==> src/hw/rtl/pfc_pkg.sv <==
// pfc_pkg: shared types, constants and letter/cell helpers for the playfair block
// used by playfair_digraph_cipher; depends on nothing

package pfc_pkg;

   localparam int LETTERS  = 26;
   localparam int CELLS    = 25;
   localparam int LETTER_W = 5;
   localparam int CELL_W   = 5;

   localparam logic [LETTER_W-1:0] LETTER_I  = 5'd8;
   localparam logic [LETTER_W-1:0] LETTER_J  = 5'd9;
   localparam logic [LETTER_W-1:0] LETTER_X  = 5'd23;
   localparam logic [LETTER_W-1:0] LETTER_Z  = 5'd25;
   localparam logic [CELL_W-1:0]   FILL_FULL = 5'd25;
   localparam logic [6:0]          ASCII_LOWER_A = 7'd97;

   typedef enum logic [2:0] {
      CMD_CLEAR  = 3'd0,
      CMD_KEY    = 3'd1,
      CMD_FINISH = 3'd2,
      CMD_TEXT   = 3'd3,
      CMD_END    = 3'd4
   } cmd_type;

   typedef struct packed {
      logic                ok;
      logic [LETTER_W-1:0] idx;
   } letter_type;

   typedef struct packed {
      logic [2:0] row;
      logic [2:0] col;
   } rc_type;

   // ascii byte to letter index, either case
   function automatic letter_type decode_letter(input logic [7:0] ch);
      letter_type r;
      logic [7:0] d;
      r = '0;
      d = '0;
      if (ch >= 8'h61 && ch <= 8'h7a) begin
         d     = ch - 8'h61;
         r.ok  = 1'b1;
         r.idx = d[4:0];
      end else if (ch >= 8'h41 && ch <= 8'h5a) begin
         d     = ch - 8'h41;
         r.ok  = 1'b1;
         r.idx = d[4:0];
      end
      return r;
   endfunction

   function automatic logic [LETTER_W-1:0] fold_j(input logic [LETTER_W-1:0] l);
      return (l == LETTER_J) ? LETTER_I : l;
   endfunction

   // cell 0..24 to row and column
   function automatic rc_type split_cell(input logic [CELL_W-1:0] p);
      rc_type r;
      logic [CELL_W-1:0] col5;
      if (p >= 5'd20)      r.row = 3'd4;
      else if (p >= 5'd15) r.row = 3'd3;
      else if (p >= 5'd10) r.row = 3'd2;
      else if (p >= 5'd5)  r.row = 3'd1;
      else                 r.row = 3'd0;
      col5  = p - {r.row, 2'b00} - {2'b00, r.row};
      r.col = col5[2:0];
      return r;
   endfunction

   // one step around the side of the square, forward or back
   function automatic logic [2:0] step5(input logic [2:0] x, input logic back);
      logic [2:0] r;
      if (back) r = (x == 3'd0) ? 3'd4 : x - 3'd1;
      else      r = (x == 3'd4) ? 3'd0 : x + 3'd1;
      return r;
   endfunction

   function automatic logic [CELL_W-1:0] cell_at(input logic [2:0] row, input logic [2:0] col);
      return {row, 2'b00} + {2'b00, row} + {2'b00, col};
   endfunction

endpackage

==> src/hw/rtl/playfair_digraph_cipher.sv <==
// playfair_digraph_cipher: playfair cipher over a 5x5 key square held in two rams
// depends on pfc_pkg and pfc_ram

// usage
//   request channel (req_valid / req_stall / req_cmd / req_char_in) carries one
//   command per transaction: clear key, key character, finish key, text
//   character, end of message. req_stall is high while a command is in work.
//   response channel (rsp_valid / rsp_stall / rsp_first_letter /
//   rsp_second_letter) carries one coded pair per transaction.
//   csr_write_en / csr_write_data set decrypt mode; the user must write it
//   only when idle, the block does not enforce this.
// sequence
//   clear, key character and a text letter that only waits for its partner
//   are done in the idle state. finish key walks all 26 letters, one per cycle.
//   a text transaction that completes a pair runs through position ram read,
//   key square ram read, output register load.
// reset
//   synchronous, active high: key square empty, no pending letter, encrypt.
//   ram contents are not cleared.
// stalls
//   the result sits in an output register; the next request is taken while
//   it waits. a pair that finds the register still full waits in the load
//   state until the receiver drops rsp_stall.

module playfair_digraph_cipher (
   input  logic       clock,
   input  logic       reset,
   input  logic       req_valid,
   output logic       req_stall,
   input  logic [2:0] req_cmd,
   input  logic [7:0] req_char_in,
   output logic       rsp_valid,
   input  logic       rsp_stall,
   output logic [6:0] rsp_first_letter,
   output logic [6:0] rsp_second_letter,
   input  logic       csr_write_en,
   input  logic       csr_write_data
);

   import pfc_pkg::*;

   typedef enum logic [1:0] {
      ST_IDLE,
      ST_FILL,
      ST_CELL,
      ST_EMIT
   } state_type;

   state_type state_ff, state_in;

   logic                decrypt_ff, decrypt_in;
   logic [LETTERS-1:0]  used_ff, used_in;
   logic [CELL_W-1:0]   fill_ff, fill_in;
   logic [LETTER_W-1:0] walk_ff, walk_in;
   logic                pend_valid_ff, pend_valid_in;
   logic [LETTER_W-1:0] pend_ff, pend_in;
   logic                rsp_valid_ff, rsp_valid_in;
   logic [6:0]          rsp_first_ff, rsp_first_in;
   logic [6:0]          rsp_second_ff, rsp_second_in;

   logic       accept;
   letter_type req_letter;
   cmd_type    req_op;

   // key placement, shared by key characters and the finish walk
   logic                place_req;
   logic                place_do;
   logic [LETTER_W-1:0] place_letter;

   // position ram: letter -> cell
   logic                pos_rd_en;
   logic [LETTER_W-1:0] pos_rd_addr_a, pos_rd_addr_b;
   logic [CELL_W-1:0]   pos_rd_a, pos_rd_b;

   // key square ram: cell -> letter
   logic                ks_rd_en;
   logic [CELL_W-1:0]   ks_rd_addr_a, ks_rd_addr_b;
   logic [LETTER_W-1:0] ks_rd_a, ks_rd_b;

   rc_type a_rc, b_rc;

   assign accept     = req_valid && !req_stall;
   assign req_stall  = (state_ff != ST_IDLE);
   assign req_letter = decode_letter(req_char_in);
   assign req_op     = cmd_type'(req_cmd);

   // pair rules on the looked-up cells
   assign a_rc = split_cell(pos_rd_a);
   assign b_rc = split_cell(pos_rd_b);

   always_comb begin
      if (a_rc.row == b_rc.row) begin
         // same row: shift along the row
         ks_rd_addr_a = cell_at(a_rc.row, step5(a_rc.col, decrypt_ff));
         ks_rd_addr_b = cell_at(b_rc.row, step5(b_rc.col, decrypt_ff));
      end else if (a_rc.col == b_rc.col) begin
         // same column: shift along the column
         ks_rd_addr_a = cell_at(step5(a_rc.row, decrypt_ff), a_rc.col);
         ks_rd_addr_b = cell_at(step5(b_rc.row, decrypt_ff), b_rc.col);
      end else begin
         // rectangle: swap columns
         ks_rd_addr_a = cell_at(a_rc.row, b_rc.col);
         ks_rd_addr_b = cell_at(b_rc.row, a_rc.col);
      end
   end

   always_comb begin
      state_in      = state_ff;
      decrypt_in    = decrypt_ff;
      used_in       = used_ff;
      fill_in       = fill_ff;
      walk_in       = walk_ff;
      pend_valid_in = pend_valid_ff;
      pend_in       = pend_ff;
      rsp_valid_in  = rsp_valid_ff && rsp_stall;
      rsp_first_in  = rsp_first_ff;
      rsp_second_in = rsp_second_ff;
      pos_rd_en     = 1'b0;
      pos_rd_addr_a = fold_j(pend_ff);
      pos_rd_addr_b = LETTER_X;
      ks_rd_en      = 1'b0;
      place_req     = 1'b0;
      place_letter  = fold_j(req_letter.idx);

      if (csr_write_en) begin
         decrypt_in = csr_write_data;
      end

      unique case (state_ff)
         ST_IDLE: begin
            if (accept) begin
               unique case (req_op)
                  CMD_CLEAR: begin
                     used_in       = '0;
                     fill_in       = '0;
                     pend_valid_in = 1'b0;
                     pend_in       = '0;
                  end
                  CMD_KEY: begin
                     place_req = req_letter.ok;
                  end
                  CMD_FINISH: begin
                     walk_in  = '0;
                     state_in = ST_FILL;
                  end
                  CMD_TEXT: begin
                     if (req_letter.ok) begin
                        if (!pend_valid_ff) begin
                           pend_valid_in = 1'b1;
                           pend_in       = req_letter.idx;
                        end else if (!decrypt_ff && pend_ff == req_letter.idx) begin
                           // doubled letter: code with x, keep the letter pending
                           pos_rd_en = 1'b1;
                           state_in  = ST_CELL;
                        end else begin
                           pos_rd_en     = 1'b1;
                           pos_rd_addr_b = fold_j(req_letter.idx);
                           pend_valid_in = 1'b0;
                           pend_in       = '0;
                           state_in      = ST_CELL;
                        end
                     end
                  end
                  CMD_END: begin
                     // lone letter is padded with x in encrypt, dropped in decrypt
                     if (pend_valid_ff && !decrypt_ff) begin
                        pos_rd_en = 1'b1;
                        state_in  = ST_CELL;
                     end
                     pend_valid_in = 1'b0;
                     pend_in       = '0;
                  end
                  default: begin
                  end
               endcase
            end
         end
         ST_FILL: begin
            place_req    = (walk_ff != LETTER_J);
            place_letter = walk_ff;
            if (walk_ff == LETTER_Z) begin
               state_in = ST_IDLE;
            end else begin
               walk_in = walk_ff + 5'd1;
            end
         end
         ST_CELL: begin
            ks_rd_en = 1'b1;
            state_in = ST_EMIT;
         end
         ST_EMIT: begin
            // load once the output register is free or being drained
            if (!rsp_valid_ff || !rsp_stall) begin
               rsp_valid_in  = 1'b1;
               rsp_first_in  = ASCII_LOWER_A + {2'b00, ks_rd_a};
               rsp_second_in = ASCII_LOWER_A + {2'b00, ks_rd_b};
               state_in      = ST_IDLE;
            end
         end
         default: begin
            state_in = ST_IDLE;
         end
      endcase

      place_do = place_req && !used_ff[place_letter] && (fill_ff != FILL_FULL);
      if (place_do) begin
         used_in[place_letter] = 1'b1;
         fill_in               = fill_ff + 5'd1;
      end
   end

   always_ff @(posedge clock) begin
      rsp_first_ff  <= rsp_first_in;
      rsp_second_ff <= rsp_second_in;
      if (reset) begin
         state_ff      <= ST_IDLE;
         decrypt_ff    <= 1'b0;
         used_ff       <= '0;
         fill_ff       <= '0;
         walk_ff       <= '0;
         pend_valid_ff <= 1'b0;
         pend_ff       <= '0;
         rsp_valid_ff  <= 1'b0;
      end else begin
         state_ff      <= state_in;
         decrypt_ff    <= decrypt_in;
         used_ff       <= used_in;
         fill_ff       <= fill_in;
         walk_ff       <= walk_in;
         pend_valid_ff <= pend_valid_in;
         pend_ff       <= pend_in;
         rsp_valid_ff  <= rsp_valid_in;
      end
   end

   pfc_ram #(
      .WIDTH (CELL_W),
      .DEPTH (LETTERS)
   ) u_pos_ram (
      .clock     (clock),
      .wr_en     (place_do),
      .wr_addr   (place_letter),
      .wr_data   (fill_ff),
      .rd_en     (pos_rd_en),
      .rd_addr_a (pos_rd_addr_a),
      .rd_addr_b (pos_rd_addr_b),
      .rd_data_a (pos_rd_a),
      .rd_data_b (pos_rd_b)
   );

   pfc_ram #(
      .WIDTH (LETTER_W),
      .DEPTH (CELLS)
   ) u_square_ram (
      .clock     (clock),
      .wr_en     (place_do),
      .wr_addr   (fill_ff),
      .wr_data   (place_letter),
      .rd_en     (ks_rd_en),
      .rd_addr_a (ks_rd_addr_a),
      .rd_addr_b (ks_rd_addr_b),
      .rd_data_a (ks_rd_a),
      .rd_data_b (ks_rd_b)
   );

   assign rsp_valid         = rsp_valid_ff;
   assign rsp_first_letter  = rsp_first_ff;
   assign rsp_second_letter = rsp_second_ff;

   // every placed letter is marked used exactly once
   assert property (@(posedge clock) disable iff (reset)
      $countones(used_ff) == 32'(fill_ff))
      else $error("used letters and fill count disagree");

   // the square never holds more than 25 letters
   assert property (@(posedge clock) disable iff (reset)
      fill_ff <= FILL_FULL)
      else $error("key square overfilled");

   // a square read always follows a position read
   assert property (@(posedge clock) disable iff (reset)
      state_ff == ST_CELL |-> $past(pos_rd_en))
      else $error("cell state without position lookup");

   // a new response is only produced from the load state
   assert property (@(posedge clock) disable iff (reset)
      $rose(rsp_valid) |-> $past(state_ff == ST_EMIT))
      else $error("response raised outside load state");

endmodule

==> src/hw/rtl/pfc_ram.sv <==
// pfc_ram: generic synchronous ram, one write port and two registered read ports
// standalone, no package needed

module pfc_ram #(
   parameter int WIDTH = 5,
   parameter int DEPTH = 25,
   localparam int ADDR_W = $clog2(DEPTH)
) (
   input  logic              clock,
   input  logic              wr_en,
   input  logic [ADDR_W-1:0] wr_addr,
   input  logic [WIDTH-1:0]  wr_data,
   input  logic              rd_en,
   input  logic [ADDR_W-1:0] rd_addr_a,
   input  logic [ADDR_W-1:0] rd_addr_b,
   output logic [WIDTH-1:0]  rd_data_a,
   output logic [WIDTH-1:0]  rd_data_b
);

   logic [WIDTH-1:0] mem_ff [DEPTH];
   logic [WIDTH-1:0] rd_a_ff;
   logic [WIDTH-1:0] rd_b_ff;

   always_ff @(posedge clock) begin
      if (wr_en) begin
         mem_ff[wr_addr] <= wr_data;
      end
      // read data holds while no read is issued
      if (rd_en) begin
         rd_a_ff <= mem_ff[rd_addr_a];
         rd_b_ff <= mem_ff[rd_addr_b];
      end
   end

   assign rd_data_a = rd_a_ff;
   assign rd_data_b = rd_b_ff;

endmodule

==> config.mk <==
export PLATFORM = sky130hd
export DESIGN_NAME = playfair_digraph_cipher
export DESIGN_NICKNAME = d
export VERILOG_FILES = /design/src/hw/rtl/pfc_pkg.sv /design/src/hw/rtl/playfair_digraph_cipher.sv /design/src/hw/rtl/pfc_ram.sv
export SDC_FILE = /design/constraint.sdc
export NUM_CORES = 1
export LEC_CHECK = 0
export ABC_AREA = 0
export BUFFER_PORTS_ARGS = -buffer_cell sky130_fd_sc_hd__clkbuf_2
export CAP_MARGIN = 0
export CORE_MARGIN = 4
export CORE_UTILIZATION = 63
export CTS_CLUSTER_DIAMETER = 40
export DETAILED_ROUTE_END_ITERATION = 12
export HOLD_SLACK_MARGIN = 0.08
export PLACE_DENSITY_LB_ADDON = 0.25
export SLEW_MARGIN = 20
export SYNTH_ARGS = -nofsm -noshare
export SYNTH_HDL_FRONTEND = slang
export SYNTH_SLANG_ARGS = --single-unit
==> constraint.sdc <==
create_clock -name clock -period 8.9 [get_ports clock]
set_clock_uncertainty 0.2 [all_clocks]
set_input_delay 0.445 -clock clock [delete_from_list [all_inputs] [get_ports clock]]
set_output_delay 0.445 -clock clock [all_outputs]
set_load 0.02 [all_outputs]
==> run_results.csv, run 1 <==
group,metric,value,unit
sta,tightest_slew,1.140,ns
grt,grt_pass1_vias,13536,
placement,place_inst,1985,
routing,vias,14108,
power,p_leak,0.007261,uW
placement,numPortBuffers,32,
routing,wirelength,48.60,mm
grt,grtUsageTotal,0.3040,
setup_path,crit_required,8.99,ns
routing,antenna_left,0,
final_layout,area_growth_syn_to_layout,11.41,%
floorplanning,row_count,62,
sta,slew_headroom,0.2355,
run,cap_violations,0,
routing,drt_first_iter_violations,1743,
placement,dpl_worst_slack,2.013,ns
clock_network,clkSlewWorstSetupHoldPaths,0.06,ns
grt,busiest_layer,"met2",
grt,grt_max_degree,46,
synth,synthFlopType,"edfxtp_1",
routing,drcViolationCount,0,
final_layout,layout.nets,1722,
clock_network,h-tree-depth,2,
sta,post-route-period-util,0.7817,
power,peakVddDrop,0.1638,mV
grt,overflow,0,
synth,synth_area_per_cell,11.19,um2
synth,synthArstFlopShare,0,
setup_path,cp-start-kind,"register",
routing,first_pass_iters,8,
clock_network,cts_buffers,44,
hold_path,hold_class,"input pin to register",
final_layout,layout_commonest_cell,"edfxtp_1",
setup_path,worstSetupPathType,"register to register",
placement,gp_congestion,1.013,
synth,synthesis.area,0.01835,mm2
clock_network,cts_tree,"done",
final_layout,stdcell_area,0.02044,mm2
floorplanning,die_width,178.7,um
sta,fin_tns_setup,0,ns
grt,antenna_found_initial,0,
final_layout,most-common-layout-cells,"edfxtp_1, nand2_1, nor2_1, a21oi_1, mux2i_1",
routing,viasPerCell,6.815,
synth,ys_seq_area_frac,0.5231,
sta,setup_viol,0,
sta,fin_ws,1.943,ns
final_layout,antennaDiodeCount,0,
floorplanning,io_pins,33,
floorplanning,dieArea,0.03192,mm2
placement,post-dp-hpwl,32.30,mm
setup_path,crit_fanout,39,
clock_network,cts_root_buffer,"clkbuf_16",
sta,max_freq,143.7,MHz
synth,ys.warnings.count,0,
grt,grtUsageMet3,0.05441,
floorplanning,fp.dieH,178.7,um
synth,postSynthCellCount,1640,
grt,grt_use_met2,0.4876,
sta,hold_viol,0,
setup_path,endpoint_kind,"register",
sta,post-route-min-period,6.957,ns
clock_network,cts_sinks,335,
synth,synth_edf_count,289,
clock_network,clockBufferDepth,3,
clock_network,clk_latency,0.55,ns
final_layout,fin_cells,2070,
synth,synthesis.nets,1712,
final_layout,fin_util,0.7123,
clock_network,cts_setup_buffers,0,
grt,grtUsageMet1,0.4292,
sta,slew_violations,0,
grt,grt_first_pass_wirelength,75.48,mm
setup_path,worstPathArrival,7.05,ns
final_layout,drive_gt1_frac,0.1210,
placement,placed_area,0.01881,mm2
run_status,run_status,"complete, no violations",
sta,grt_setup_unrepaired,"false",
synth,ys_ff_latch,335,
floorplanning,start_util,0.6393,
routing,avgRoutedWirePerCell,23.48,um
floorplanning,coreArea,0.02870,mm2
power,power.density,183.9,mW/mm2
synth,ys_types,87,
[flip-flops by register name, summed over array words and instances (netlist names)]
register / cells
u_pos_ram.mem_ff: 130
u_square_ram.mem_ff: 125
used_ff: 26
rsp_first_letter: 7
rsp_second_letter: 7
fill_ff: 5
pend_ff: 5
u_pos_ram.rd_data_a: 5
u_pos_ram.rd_data_b: 5
u_square_ram.rd_data_a: 5
u_square_ram.rd_data_b: 5
walk_ff: 5
state_ff: 2
decrypt_ff: 1
pend_valid_ff: 1
rsp_valid: 1
[repair_timing]
item	CTS	global route
setup endpoints to repair	0	0
gates resized for setup	0	0
hold buffers	3	0
endpoints found under the hold margin	2	0
[synthesized netlist by cell type, drive strengths merged, types with 28 or more instances]
cell type / number / area (um2)
inv: 48 / 180.2
a211oi: 37 / 282.8
clkbuf: 44 / 165.2
ha: 45 / 563.0
edfxtp: 289 / 8678
a21oi: 109 / 545.5
nand3: 46 / 250.2
buf: 50 / 265.3
nand2: 246 / 923.4
nor3: 33 / 165.2
mux4: 30 / 675.7
mux2i: 91 / 910.9
dfxtp: 46 / 920.9
nor2: 111 / 416.7
nor2b: 28 / 175.2
[kinds of logic after synthesis]
kind of cell / count (synthesis) / synth area share
simple gates: 559 / 0.1415
compound gates: 384 / 0.1509
flops: 335 / 0.5231
buf+inv: 144 / 0.03368
mux: 132 / 0.09321
fa+ha+maj: 55 / 0.04159
xor+xnor: 31 / 0.01602
[worst max-delay path, cell delays in order (launching register included)]
cell and delay [ns]:
edfxtp_1 0.51, and2_0 0.21, a22oi_1 0.25, and2_1 0.20, inv_1 0.08, nand2_1 0.09, inv_1 0.10, ha_1 0.31
inv_1 0.06, ha_1 0.14, nor2_1 0.05, fa_1 0.45, or3b_2 0.47, o311a_1 0.17, o311ai_4 0.15, inv_1 0.15
fa_1 0.55, fa_1 0.55, nand3_1 0.11, a31oi_4 0.19, buf_4 0.46, nor3b_1 0.81, a2bb2oi_1 0.23, nor4b_1 0.21
[metrics by stage]
step                total power [uW]  hold WS [ns]
finish                          3760        0.1545
global placement                1895        0.2234
detailed placement              1899        0.2426
CTS                             3766        0.1317
global route                    3859        0.1354
floorplan                       1850        0.2118
[area by class of cell]
class | instances | area [um2]
clock inverters | 34 | 475.5
inverters | 50 | 187.7
clock buffers | 48 | 1116
flip-flops and latches | 335 | 9602
repair buffers | 58 | 362.8
fillers | 1989 | 8258
well taps | 384 | 480.5
multi-input cells | 1161 | 8220
[final timing paths]
| path | from | to | slack, ns | cells past startpoint |
|---|---|---|---|---|
| worst max-delay path | u_pos_ram.rd_data_b[2] | u_square_ram.rd_data_b[1] | 1.94 | 23 |
| worst min-delay path | req_valid | state_ff[1] | 0.15 | 3 |
| worst max register to register | u_pos_ram.rd_data_b[2] | u_square_ram.rd_data_b[1] | 1.94 | 23 |
| worst min register to register | used_ff[7] | used_ff[7] | 0.26 | 2 |
[per-layer routing]
metal | vias to the layer above | wire, um
met5 | - | 0
met3 | 114 | 4948
met4 | 0 | 1389
met1 | 6870 | 19320
li1 | 6277 | -
met2 | 847 | 22950
[report_power, final]
| group | internal, uW | switching [uW] | total [uW] |
|---|---|---|---|
| Clock | 1170 | 720 | 1890 |
| Sequential | 1700 | 12.5 | 1720 |
| Combinational | 48.9 | 106 | 155 |
| Total | 2920 | 839 | 3760 |
Power figures use the tool's default switching activity.
==> run 2, diff against run 1 <==
clock period = 7.2 ns   (was 8.9 ns; I/O delays follow)
==> run 2 against run 1 <==
Effect of this change:
- via count up 1.7%
- largest power group unchanged
- first-iteration DRC count grew 12%
- critical endpoint unchanged
- critical path depth is the same
==> run_results.csv, run 2 (synthesis gave the netlist of run 1 again) <==
group,metric,value,unit
run_status,run_status,"complete, no violations",
setup_path,reg2reg_to,"u_square_ram.rd_data_b[1]",
setup_path,r2r_cells,23,
clock_network,cts_setup_buffers,0,
routing,first_pass_iters,9,
placement,post-dp-hpwl,33.84,mm
final_layout,antennaDiodeCount,0,
setup_path,worstPathArrival,6.88,ns
sta,hold_viol,0,
final_layout,layout.nets,1737,
placement,placed_area,0.01891,mm2
setup_path,cp_num_buf_inv,5,
setup_path,crit_chain,"nor2b_1 > a22oi_1 > and2_1 > inv_1 > nand2_1 > inv_1 > ha_1 > inv_1 > ha_1 > nor2_1 > fa_1 > or3b_2 > o311a_1 > o311ai_4 > inv_1 > fa_1 > fa_1 > nand3_1 > a31oi_4 > buf_4 > nor3b_1 > a2bb2oi_1 > nor4b_1",
power,peakVddDrop,0.2258,mV
setup_path,worstSetupPathType,"register to register",
sta,setup_viol,0,
final_layout,drive_gt1_frac,0.1305,
final_layout,max_flop_register,"u_pos_ram.mem_ff",
sta,grt_setup_unrepaired,"false",
grt,grt_use_met2,0.5073,
setup_path,crit_family,"simple AND/OR/NAND/NOR gates",
floorplanning,die_width,178.7,um
floorplanning,fp.dieH,178.7,um
grt,busiest_layer,"met2",
floorplanning,start_util,0.6393,
sta,tightest_slew,1.052,ns
final_layout,multi_input_comb_area,0.008220,mm2
sta,post-route-period-util,0.9434,
sta,slew_headroom,0.2987,
setup_path,crit_fanout,9,
hold_path,hold_class,"input pin to register",
sta,fin_tns_setup,0,ns
routing,vias,14348,
clock_network,clkSlewWorstSetupHoldPaths,0.06,ns
final_layout,layout_commonest_cell,"edfxtp_1",
hold_path,hold_path_end,"walk_ff[3]",
setup_path,cp-start-kind,"register",
floorplanning,dieArea,0.03192,mm2
power,p_leak,0.007316,uW
clock_network,clockBufferDepth,3,
grt,grt_max_degree,46,
setup_path,crit_required,7.29,ns
sta,max_freq,147.2,MHz
hold_path,hold_start,"req_cmd[0]",
setup_path,r2r_slack,0.41,ns
setup_path,r2r_start,"u_pos_ram.rd_data_b[1]",
clock_network,cts_root_buffer,"clkbuf_16",
floorplanning,io_pins,33,
grt,antenna_found_initial,1,
placement,numPortBuffers,32,
grt,grt_first_pass_wirelength,78.38,mm
clock_network,cts_buffers,44,
floorplanning,coreArea,0.02870,mm2
final_layout,most-common-layout-cells,"edfxtp_1, nand2_1, nor2_1, a21oi_1, mux2i_1",
clock_network,cts_tree,"done",
final_layout,biggestRegsByFlops,"u_pos_ram.mem_ff x130, u_square_ram.mem_ff x125, used_ff x26",
placement,gp_congestion,0.9648,
grt,grt_pass1_vias,13983,
sta,slew_violations,0,
floorplanning,row_count,62,
clock_network,h-tree-depth,2,
grt,overflow,0,
routing,drcViolationCount,0,
setup_path,crit_path_frequent_cell,"inv_1",
final_layout,seq_area,0.009602,mm2
grt,grtUsageTotal,0.3161,
routing,viasPerCell,6.882,
setup_path,endpoint_kind,"register",
power,power.density,223.4,mW/mm2
routing,antenna_left,0,
run,cap_violations,0,
sta,post-route-min-period,6.792,ns
setup_path,critPathMaxStageDelay,0.72,ns
grt,grtUsageMet3,0.05631,
setup_path,cp_slowest_cell,"nor3b_1",
hold_path,hold_path_depth,3,
routing,wirelength,50.23,mm
final_layout,largest_reg_flops,130,
final_layout,fillers,2037,
final_layout,stdcell_area,0.02051,mm2
routing,avgRoutedWirePerCell,24.09,um
final_layout,area_growth_syn_to_layout,11.78,%
clock_network,cts_sinks,335,
grt,grtUsageMet1,0.4332,
routing,drt_first_iter_violations,1959,
clock_network,clk_latency,0.57,ns
## run 2: worst max path at each step
stage,startpoint,end,depth (start not counted)
global placement,u_pos_ram.rd_data_b[1],u_square_ram.rd_data_b[1],23
floorplan,u_pos_ram.rd_data_b[1],u_square_ram.rd_data_b[2],24
CTS,u_pos_ram.rd_data_b[1],u_square_ram.rd_data_b[4],23
finish,u_pos_ram.rd_data_b[1],u_square_ram.rd_data_b[1],23
detailed placement,u_pos_ram.rd_data_b[1],u_square_ram.rd_data_b[4],23
global route,u_pos_ram.rd_data_b[1],u_square_ram.rd_data_b[1],23
## run 2: cell type report
cell class	count	area share
Timing Repair Buffer	73	0.02342
Clock buffer	46	0.05405
Tap cell	384	0.02342
Clock inverter	36	0.02105
Inverter	50	0.009150
Sequential cell	335	0.4681
Multi-Input combinational cell	1161	0.4008
## run 2: metrics by stage
| step | hold slack, ns | instances | setup slack (ns) | utilization | total power [uW] |
|---|---|---|---|---|---|
| 2_1_floorplan | 0.2118 | 1640 | 1.246 | - | 2286 |
| 3_3_place_gp | 0.2255 | 1998 | 0.5930 | 0.6588 | 2348 |
| 3_5_place_dp | 0.2440 | 1998 | 0.4758 | 0.6588 | 2353 |
| 4_1_cts | 0.08525 | 2085 | 0.4792 | 0.7143 | 4593 |
| 5_1_grt | 0.1430 | 2085 | 0.1010 | 0.7146 | 4697 |
| 6_report | 0.09564 | 2085 | 0.4076 | 0.7146 | 4582 |
## run 2: what timing repair did
action,in CTS,in global routing
endpoints found under the hold margin,5,0
gates resized for setup,0,0
hold buffers,5,0
## run 2: metal layers
layer,up-vias,part of all wire
met5,-,0.00024
met4,2,0.042
met3,177,0.099
met2,906,0.47
met1,6965,0.39
li1,6298,-
## run 2: worst register-to-register path, delay by kind of cell (launching register included)
kind | cells | cell delay, ns
adders and majority gates | 5 | 1.99
and+or+nand+nor | 8 | 2.03
buffers and inverters | 5 | 0.65
DFF | 1 | 0.49
AOI/OAI and AO/OA | 5 | 1.18
## run 2: power breakdown
part / internal, uW / switching (uW)
Combinational: 64.7 / 134
Sequential: 2110 / 15.4
Clock: 1340 / 919
Total: 3510 / 1070
